===== config.mk =====
export PLATFORM = sky130hd
export DESIGN_NAME = elevator_call_dispatch_top
export DESIGN_NICKNAME = d
export VERILOG_FILES = /design/src/hw/rtl/ecd_pkg.sv /design/src/hw/rtl/elevator_call_dispatch_top.sv
export SDC_FILE = /design/constraint.sdc
export NUM_CORES = 1
export LEC_CHECK = 0
export ABC_CLOCK_PERIOD_IN_PS = 5370
export BUFFER_PORTS_ARGS = -buffer_cell sky130_fd_sc_hd__buf_2
export CORE_ASPECT_RATIO = 2
export CORE_MARGIN = 5
export CORE_UTILIZATION = 50
export CTS_CLUSTER_DIAMETER = 40
export DETAILED_ROUTE_END_ITERATION = 10
export HOLD_SLACK_MARGIN = 0.06
export PLACE_DENSITY = 0.69
export SLEW_MARGIN = 10
export SYNTH_ARGS = -nofsm -noshare
export SYNTH_HDL_FRONTEND = slang
export SYNTH_SLANG_ARGS = --single-unit

===== constraint.sdc =====
create_clock -name clk -period 5.37 [get_ports clk]
set_input_delay 0.8055 -clock clk [delete_from_list [all_inputs] [get_ports clk]]
set_output_delay 0.8055 -clock clk [all_outputs]
set_load 0.03 [all_outputs]

===== src/hw/rtl/ecd_pkg.sv =====
package ecd_pkg;

	// field widths of the request and result channels
	localparam int FLOOR_IN_W   = 6;
	localparam int INDEX_IN_W   = 2;
	localparam int CODE_W       = 2;
	localparam int CLASS_W      = 2;
	localparam int IN_DATA_W    = 16;
	localparam int OUT_DATA_W   = 8;

	localparam int DEF_NUM_CARS   = 4;
	localparam int DEF_NUM_FLOORS = 64;

	// motion and intent codes
	typedef enum logic [CODE_W-1:0] {
		DIR_UP   = 2'd0,
		DIR_DOWN = 2'd1,
		DIR_STOP = 2'd2,
		DIR_BAD  = 2'd3
	} dir_t;

	// command kinds
	typedef enum logic {
		CMD_UPDATE = 1'b0,
		CMD_CALL   = 1'b1
	} cmd_t;

	// result class codes
	localparam logic [CLASS_W-1:0] CLASS_ONE  = 2'd0;
	localparam logic [CLASS_W-1:0] CLASS_TWO  = 2'd1;
	localparam logic [CLASS_W-1:0] CLASS_NONE = 2'd2;

	// sequencer states
	typedef enum logic [1:0] {
		ST_IDLE,
		ST_SCAN,
		ST_DONE
	} state_t;

endpackage


===== src/hw/rtl/elevator_call_dispatch_top.sv =====
// channel   dir  handshake              payload
// s_        in   s_tvalid / s_tready    s_tuser: command; s_tdata: car_index, floor,
//                                       car_motion, car_intent, call_direction
// m_        out  m_tvalid / m_tready    m_tdata: found, chosen_car, priority_class
//
// an update request: accept, then result load
// a call request: accept, then each car in turn, from car 0 up, through the
// shared compare/subtract unit, then result load
// the result sits in an output register, so a new request is taken while it waits
// arst_n clears the car table to floor 0, stopped, stopped and empties the result
// a stalled result holds the sequencer in its done state until the register frees
module elevator_call_dispatch_top
	import ecd_pkg::*;
#(
	parameter int NUM_CARS   = DEF_NUM_CARS,
	parameter int NUM_FLOORS = DEF_NUM_FLOORS
) (
	input  logic                  clk,
	input  logic                  arst_n,
	input  logic                  s_tvalid,
	output logic                  s_tready,
	input  logic [IN_DATA_W-1:0]  s_tdata,   // [1:0] car_index, [7:2] floor, [9:8] car_motion,
	                                         // [11:10] car_intent, [12] call_direction, rest 0
	input  logic                  s_tuser,   // [0] command
	output logic                  m_tvalid,
	input  logic                  m_tready,
	output logic [OUT_DATA_W-1:0] m_tdata    // [0] found, [2:1] chosen_car,
	                                         // [4:3] priority_class, rest 0
);

	// car index width and stored floor width
	localparam int CW  = (NUM_CARS > 1) ? $clog2(NUM_CARS) : 1;
	localparam int FLC = (NUM_FLOORS > 1) ? $clog2(NUM_FLOORS) : 1;
	localparam int FW  = (FLC < FLOOR_IN_W) ? FLC : FLOOR_IN_W;

	// request fields
	logic [INDEX_IN_W-1:0] in_index;
	logic [FLOOR_IN_W-1:0] in_floor;
	logic [CODE_W-1:0]     in_motion;
	logic [CODE_W-1:0]     in_intent;
	logic                  in_dir;
	logic [FW-1:0]         in_floor_sat;
	logic                  in_accept;

	assign in_index  = s_tdata[1:0];
	assign in_floor  = s_tdata[7:2];
	assign in_motion = s_tdata[9:8];
	assign in_intent = s_tdata[11:10];
	assign in_dir    = s_tdata[12];
	assign in_accept = s_tvalid && s_tready;

	// floors above the top of the building saturate
	always_comb begin
		if (32'(in_floor) > NUM_FLOORS - 1) begin
			in_floor_sat = FW'(NUM_FLOORS - 1);
		end else begin
			in_floor_sat = in_floor[FW-1:0];
		end
	end

	// car status table
	logic [FW-1:0]     floor_q  [NUM_CARS];
	logic [CODE_W-1:0] motion_q [NUM_CARS];
	logic [CODE_W-1:0] intent_q [NUM_CARS];

	// sequencer and scan registers
	state_t        state_q, state_d;
	logic [CW-1:0] cnt_q;
	logic [FW-1:0] call_floor_q;
	logic          call_dir_q;
	logic          found_q;
	logic          cls_q;       // 0 class one, 1 class two
	logic [CW-1:0] best_car_q;
	logic [FW-1:0] best_dist_q;

	// output register
	logic                  out_valid_q;
	logic                  out_found_q;
	logic [INDEX_IN_W-1:0] out_car_q;
	logic [CLASS_W-1:0]    out_class_q;

	// control
	logic upd_write;
	logic scan_start;
	logic scan_step;
	logic scan_last;
	logic out_load;

	// shared compare / subtract unit on the car under scan
	logic [FW-1:0]     cur_floor;
	logic [CODE_W-1:0] cur_motion;
	logic [CODE_W-1:0] cur_intent;
	logic              cur_below;
	logic              cur_above;
	logic [FW-1:0]     cur_dist;
	logic              cur_one;
	logic              cur_two;
	logic              cur_ok;
	logic              cur_cls;
	logic              cur_take;
	logic              want_up;
	logic              want_down;

	always_comb begin
		cur_floor  = floor_q[cnt_q];
		cur_motion = motion_q[cnt_q];
		cur_intent = intent_q[cnt_q];
		cur_below  = cur_floor <= call_floor_q;
		cur_above  = cur_floor >= call_floor_q;
		cur_dist   = cur_above ? (cur_floor - call_floor_q) : (call_floor_q - cur_floor);
		want_up    = (call_dir_q == 1'b0);
		want_down  = (call_dir_q == 1'b1);
		cur_one = (cur_motion == DIR_STOP) ||
			(cur_below && cur_motion == DIR_UP && cur_intent == DIR_UP && want_up) ||
			(cur_above && cur_motion == DIR_DOWN && cur_intent == DIR_DOWN && want_down);
		cur_two = (cur_above && cur_motion == DIR_DOWN && cur_intent == DIR_UP && want_up) ||
			(cur_below && cur_motion == DIR_UP && cur_intent == DIR_DOWN && want_down);
		cur_ok   = cur_one || cur_two;
		cur_cls  = !cur_one;
		// better class wins, then strictly nearer; equal distance keeps the lower index
		cur_take = cur_ok && (!found_q || (cur_cls < cls_q) ||
			(cur_cls == cls_q && cur_dist < best_dist_q));
	end

	assign scan_last = (cnt_q == CW'(NUM_CARS - 1));

	// next state
	always_comb begin
		state_d = state_q;
		unique case (state_q)
			ST_IDLE: begin
				if (in_accept) begin
					state_d = (s_tuser == CMD_CALL) ? ST_SCAN : ST_DONE;
				end
			end
			ST_SCAN: begin
				if (scan_last) begin
					state_d = ST_DONE;
				end
			end
			ST_DONE: begin
				if (!out_valid_q || m_tready) begin
					state_d = ST_IDLE;
				end
			end
			default: begin
				state_d = ST_IDLE;
			end
		endcase
	end

	// control outputs
	always_comb begin
		s_tready   = 1'b0;
		upd_write  = 1'b0;
		scan_start = 1'b0;
		scan_step  = 1'b0;
		out_load   = 1'b0;
		unique case (state_q)
			ST_IDLE: begin
				s_tready   = 1'b1;
				upd_write  = in_accept && (s_tuser == CMD_UPDATE) &&
					(32'(in_index) < NUM_CARS);
				scan_start = in_accept;
			end
			ST_SCAN: begin
				scan_step = 1'b1;
			end
			ST_DONE: begin
				out_load = !out_valid_q || m_tready;
			end
			default: begin
				s_tready = 1'b0;
			end
		endcase
	end

	always_ff @(posedge clk or negedge arst_n) begin
		if (!arst_n) begin
			state_q <= ST_IDLE;
		end else begin
			state_q <= state_d;
		end
	end

	// car table, cleared by reset
	always_ff @(posedge clk or negedge arst_n) begin
		if (!arst_n) begin
			for (int i = 0; i < NUM_CARS; i++) begin
				floor_q[i]  <= '0;
				motion_q[i] <= DIR_STOP;
				intent_q[i] <= DIR_STOP;
			end
		end else if (upd_write) begin
			floor_q[CW'(in_index)]  <= in_floor_sat;
			motion_q[CW'(in_index)] <= in_motion;
			intent_q[CW'(in_index)] <= in_intent;
		end
	end

	// scan state; an update leaves found clear so its result reads as none
	always_ff @(posedge clk or negedge arst_n) begin
		if (!arst_n) begin
			cnt_q   <= '0;
			found_q <= 1'b0;
		end else if (scan_start) begin
			cnt_q   <= '0;
			found_q <= 1'b0;
		end else if (scan_step) begin
			cnt_q <= scan_last ? '0 : cnt_q + 1'b1;
			if (cur_take) begin
				found_q <= 1'b1;
			end
		end
	end

	// scan payload
	always_ff @(posedge clk) begin
		if (scan_start) begin
			call_floor_q <= in_floor_sat;
			call_dir_q   <= in_dir;
			cls_q        <= 1'b0;
			best_car_q   <= '0;
			best_dist_q  <= '0;
		end else if (scan_step && cur_take) begin
			cls_q       <= cur_cls;
			best_car_q  <= cnt_q;
			best_dist_q <= cur_dist;
		end
	end

	// result register
	always_ff @(posedge clk or negedge arst_n) begin
		if (!arst_n) begin
			out_valid_q <= 1'b0;
		end else if (out_load) begin
			out_valid_q <= 1'b1;
		end else if (m_tready) begin
			out_valid_q <= 1'b0;
		end
	end

	always_ff @(posedge clk) begin
		if (out_load) begin
			out_found_q <= found_q;
			out_car_q   <= found_q ? INDEX_IN_W'(best_car_q) : '0;
			out_class_q <= found_q ? (cls_q ? CLASS_TWO : CLASS_ONE) : CLASS_NONE;
		end
	end

	assign m_tvalid = out_valid_q;
	assign m_tdata  = {3'b000, out_class_q, out_car_q, out_found_q};

`ifndef SYNTHESIS
	// a result only appears after the done state loaded it
	a_result_from_done: assert property (@(posedge clk) disable iff (!arst_n)
		$rose(m_tvalid) |-> $past(state_q == ST_DONE))
		else $error("result appeared outside the done state");

	// a call request always starts a scan at car zero
	a_call_scans: assert property (@(posedge clk) disable iff (!arst_n)
		(in_accept && s_tuser == CMD_CALL) |=> (state_q == ST_SCAN && cnt_q == '0))
		else $error("call request did not start a scan");

	// the scan index stays on a real car
	a_cnt_range: assert property (@(posedge clk) disable iff (!arst_n)
		(state_q == ST_SCAN) |-> (32'(cnt_q) < NUM_CARS))
		else $error("scan index beyond the last car");

	// a not-found result carries car zero and no class
	a_none_result: assert property (@(posedge clk) disable iff (!arst_n)
		(m_tvalid && !m_tdata[0]) |-> (m_tdata[2:1] == 2'd0 && m_tdata[4:3] == CLASS_NONE))
		else $error("not-found result with a car or class");

	// the table is never written while a scan is running
	a_no_write_in_scan: assert property (@(posedge clk) disable iff (!arst_n)
		(state_q == ST_SCAN) |-> !upd_write)
		else $error("table written during a scan");
`endif

endmodule

=== Word level (Yosys, flattened, before mapping) ===
Index checks and enable logic that the tools add are counted.

* Flip-flop bits (word level): 67
* Latch bits: 0
* RAM bits: 0
* Memory bits (read-only): 0
* Input port bits: 21
* Logic and storage cells: 118
* Memories kept: 0

* Add/subtract/negate cells: 3
* $mul: 0
* Div/mod/pow operators: 0
* Magnitude comparators: 7
* Equal/unequal tests: 10
* Shift operators: 0
* Muxes and demuxes: 36
* Bitwise operators: 4
* Reduce and logical (&&, ||, !) cells: 34

{| class="wikitable"
|+ Operators with widths
! operator !! count
|-
| 24-bit bitwise mux || 1
|-
| 2-bit 2-to-1 mux || 12
|-
| 6-bit 2-to-1 mux || 4
|-
| 8-bit bitwise mux || 2
|-
| 1-bit logical AND || 16
|-
| 6-bit binary-select mux with 2-bit select || 1
|-
| 6-bit demux with 2-bit select || 1
|-
| 6-bit subtractor || 2
|-
| 1-bit 2-to-1 mux || 11
|-
| 2-bit binary-select mux with 2-bit select || 2
|-
| 1-bit logical OR || 7
|-
| 2-bit by 1-bit == test with 1-bit output (second input constant) || 3
|-
| 2-bit == test (second input constant) || 3
|-
| 3-bit greater-or-equal comparator (second input constant) || 2
|-
| 6-bit greater-or-equal comparator || 1
|-
| 6-bit less-or-equal comparator || 1
|-
| 2-bit logical NOT || 3
|-
| 6-bit < comparator || 1
|-
| 2-bit != test (second input constant) || 3
|-
| 2-bit inverter with 3-bit output || 2
|-
| 2-bit one-hot mux with 3 select lines || 1
|-
| 2-bit nonzero test || 3
|-
| 2-bit demux with 2-bit select || 1
|-
| 1-bit logical NOT || 3
|-
| other kinds (7) || 8
|}

=== Depth between registers and ports, before layout ===
* Word-level depth: 18
* Depth in mapped cells: 20
* Mapped depth without buffers: 18

=== Worst setup path after synthesis ===
Ideal clock, no wire load.

* Path kind: flip-flop to flip-flop
* Start point: register cnt_q[0]
* End point: register best_dist_q[5]
* Setup time: 0.116 ns
* Data arrival time: 4.161 ns
* Setup slack: 1.094 ns
* Stages on the path, launching flop included: 18
* Buffers on the path: 2
* Clock period less this slack: 4.276 ns
* Path through: dfrtp_1 > buf_6 > mux4_1 > inv_1 > ha_1 > inv_1 > fa_1 > a211oi_1 > o211a_1 > buf_4 > nor3_1 > a311o_1 > ha_1 > nor2b_1 > o311ai_0 > a41o_1 > nor2_4 > a31o_1

* Word-level cells in the longest chain between the ends: 16
* Elaborated cells on any way between the ends: 43
* Those cells by class: add/sub: 2; order compare: 4; eq/ne: 4; mux: 10; bitwise: 1; reduce/logical: 22

{| class="wikitable"
|+ Ends and longest elaborated chain
! item !! line !! RTL
|-
| from (decl) || elevator_call_dispatch_top.sv:68 || <nowiki>logic [CW-1:0] cnt_q;</nowiki>
|-
| from (signal assigned) || elevator_call_dispatch_top.sv:210 || <nowiki>cnt_q <= scan_last ? '0 : cnt_q + 1'b1;</nowiki>
|-
| 2-bit inverter with 3-bit output (not written as such) (*) || elevator_call_dispatch_top.sv:105, elevator_call_dispatch_top.sv:106, elevator_call_dispatch_top.sv:107 ||
|-
| parallel branches: the longest is 15 deep, another holds 6-bit subtractor || -- ||
|-
| to (signal assigned) || elevator_call_dispatch_top.sv:228 || <nowiki>best_dist_q <= cur_dist;</nowiki>
|-
| to (decl) || elevator_call_dispatch_top.sv:74 || <nowiki>logic [FW-1:0] best_dist_q;</nowiki>
|}

Every way passes the cells marked *. The select of a mux whose other input is x is not followed.
A chain may end at the register's enable or synchronous reset.

=== Worst setup path after layout ===
* Start point: register cnt_q[0]
* End point: register best_dist_q[4]

The elaborated chain is that of the path after synthesis.

==> results.sh <==
export IMPL_status="finished clean"
export IMPL_maxSlewHeadroom=0.321
export IMPL_crit_arrival_ns=5.04
export IMPL_worstMarginPinSlew_ns=1.02
export IMPL_synth_flop_cell="dfrtp_1"
export IMPL_post_cts_buffers=0
export IMPL_drt_iter0_drc=118
export IMPL_fin_area_um2=4100
export IMPL_synth_top_area_frac=0.262
export IMPL_dr_pass1_iters=4
export IMPL_worstHoldEndpoint="best_car_q[1]"
export IMPL_min_path_cells=2
export IMPL_die_y_um=130
export IMPL_finalSetupViolations=0
export IMPL_layout_common_cells="42 x mux2_2, 38 x dfrtp_1, 24 x buf_2"
export IMPL_r2r_start="cnt_q[0]"
export IMPL_finClkSkew_ns=0.00726
export IMPL_clkSlewWorstSetupHoldPaths_ns=0.05
export IMPL_tritoncts="done"
export IMPL_path_max_fanout=9
export IMPL_maxSlewViolCount=0
export IMPL_grt_pass1_wl_um=11200
export IMPL_dp_hpwl_um=4970
export IMPL_hold_path_class="reg2reg"
export IMPL_synth_seq_cells=67
export IMPL_r2r_cells=15
export IMPL_clock_sinks=67
export IMPL_syn_area_per_cell_um2=12.9
export IMPL_post_route_period_util=0.900
export IMPL_clk_latency_ns=0.33
export IMPL_syn_inst=282
export IMPL_setup_slack_ns=0.539
export IMPL_tns_ns=0
export IMPL_die_x_um=70.2
export IMPL_drtAntennaViolNets=0
export IMPL_post_place_ws_ns=0.572
export IMPL_synth_cell_types=63
export IMPL_dpl_cell_area_um2=3820
export IMPL_clock_fmax_ghz=0.207
export IMPL_maxCapViolCount=0
export IMPL_place_congestion=0.875
export IMPL_worst_path_max_delay_cell="mux4_1"
export IMPL_clk_path_buf_depth=2
export IMPL_cts_buffers=9
export IMPL_post_cts_resized=0
export IMPL_synth_seq_area_share=0.469
export IMPL_crit_path_max_incr_delay_ns=0.66
export IMPL_grt_antenna_before_repair=0
export IMPL_critPathRequiredTime_ns=5.58
export IMPL_min_delay_start="best_car_q[1]"
export IMPL_track_usage=0.158
export IMPL_hold_violations=0
export IMPL_crit_chain="mux4_1 -> inv_1 -> ha_1 -> inv_1 -> fa_1 -> a211oi_1 -> o211a_1 -> nor3_1 -> a311o_1 -> ha_1 -> nor2b_1 -> o311ai_0 -> a41o_1 -> nor2_4 -> o31ai_1"
export IMPL_io_buffers=24
export IMPL_synth_top_cell_by_area="dfrtp_1"
export IMPL_rsz0062_at_grt="false"
export IMPL_cts_hold_fix_buffers=0
export IMPL_grt_pass1_vias=2374
export IMPL_area_growth_pct=13.0
export IMPL_layout_commonest_cell="mux2_2"
export IMPL_timing_rr_end="best_dist_q[4]"
export IMPL_drive_gt1_frac=0.330
export IMPL_die_area_um2=9170
export IMPL_nets=351
export IMPL_grt_remaining_overflow=0
export IMPL_wl_per_cell_um=16.3
export IMPL_num_io_pins=31
export IMPL_start_util=0.507
export IMPL_endpoint_kind="flop"
export IMPL_synth_top_cells_by_area="dfrtp_1 26%, mux2_2 13%, edfxtp_1 9.9%"
export IMPL_cts_root_buffer="clkbuf_16"
export IMPL_wl_um=6640
export IMPL_cp_start_kind="flop"
export IMPL_fp_coreArea_um2=7160
export IMPL_diodes=0
export IMPL_worstSetupStartpoint="cnt_q[0]"
export IMPL_vias_per_cell=5.67
export IMPL_period_needed_ns=4.83
export IMPL_fin_util=0.573
export IMPL_htreeDepth=3
export IMPL_post_route_drc_count=0
export IMPL_vias=2306
export IMPL_synthArstFlopShare=0.687
export IMPL_synth_edff_count=12
export IMPL_synth_warnings=0
export IMPL_rrSetupSlack_ns=0.54
export IMPL_path_class="reg2reg"
export IMPL_grt_max_degree=47
export IMPL_rows=44
export IMPL_netlist_area_um2=3630
-- Yosys cell counts, types with 3 or more instances --
cell type	count
nor2b_1	5
and2_1	5
mux4_1	8
nand2b_1	4
dfstp_2	8
o21ai_1	4
a21o_1	4
nor2_1	8
edfxtp_1	12
o31ai_1	3
nand3_1	7
a211oi_2	3
ha_1	18
a21oi_1	6
buf_2	4
buf_4	5
mux2_2	42
nand2_1	11
dfxtp_1	9
inv_1	19
nand3b_1	3
o21ai_0	3
a211oi_1	3
dfrtp_1	38
-- layer usage --
metal	wire length [µm]	global-route usage
met1	2620	0.180
met2	3650	0.281
met3	211	0.0337
met4	164	0.0745
met5	0	0
-- registers in the layout, summed over array words and instances, names as in the netlist, 2 cells and up --
register,flops
out_class_q,2
call_floor_q,6
state_q,2
best_dist_q,6
motion_q,8
floor_q,24
intent_q,8
best_car_q,2
out_car_q,2
cnt_q,2
-- final cells by class --
| class | instances | area (µm²) |
|---|---|---|
| fillers | 602 | 3050 |
| multi-input cells | 184 | 1780 |
| flip-flops and latches | 67 | 1700 |
| clock buffers | 15 | 278 |
| repair buffers | 27 | 143 |
| well taps | 92 | 115 |
| inverters | 21 | 78.8 |
| clock inverters | 1 | 6.26 |
-- critical path, delay by kind of cell (launching register included) --
kind                     cells  cell delay (ns)
flip-flops                   1             0.55
adder cells (fa/ha/maj)      3             0.87
multiplexers                 1             0.66
AO/OA/AOI/OAI                6             2.14
AND/OR/NAND/NOR              3             0.33
buffers and inverters        2             0.14
-- logic make-up after synthesis --
family	Yosys count	share of synthesized area
DFF	67	0.469
AOI/OAI and AO/OA	46	0.104
buffers and inverters	33	0.0427
xor gates and xnor gates	4	0.00965
muxes	54	0.206
and+or+nand+nor	57	0.0948
adders and majority gates	20	0.0731
other	1	0.00103
-- through the flow --
step                      cells  hold slack (ns)
final                       407            0.445
after CTS                   407            0.447
after floorplan             284            0.424
after global routing        407            0.479
after global placement      391            0.435
after detailed placement    391            0.439
-- how the worst max path moves through the flow --
| stage | to | cells after the start |
|---|---|---|
| 2_1_floorplan | best_dist_q[5] | 17 |
| 3_3_place_gp | cls_q | 17 |
| 3_5_place_dp | best_dist_q[4] | 15 |
| 4_1_cts | best_dist_q[4] | 15 |
| 5_1_grt | best_dist_q[4] | 15 |
| 6_report | best_dist_q[4] | 15 |
Power is left out: the tool's default activity adds up to more than one toggle a clock period on the data nets, which glitch-free logic cannot reach.
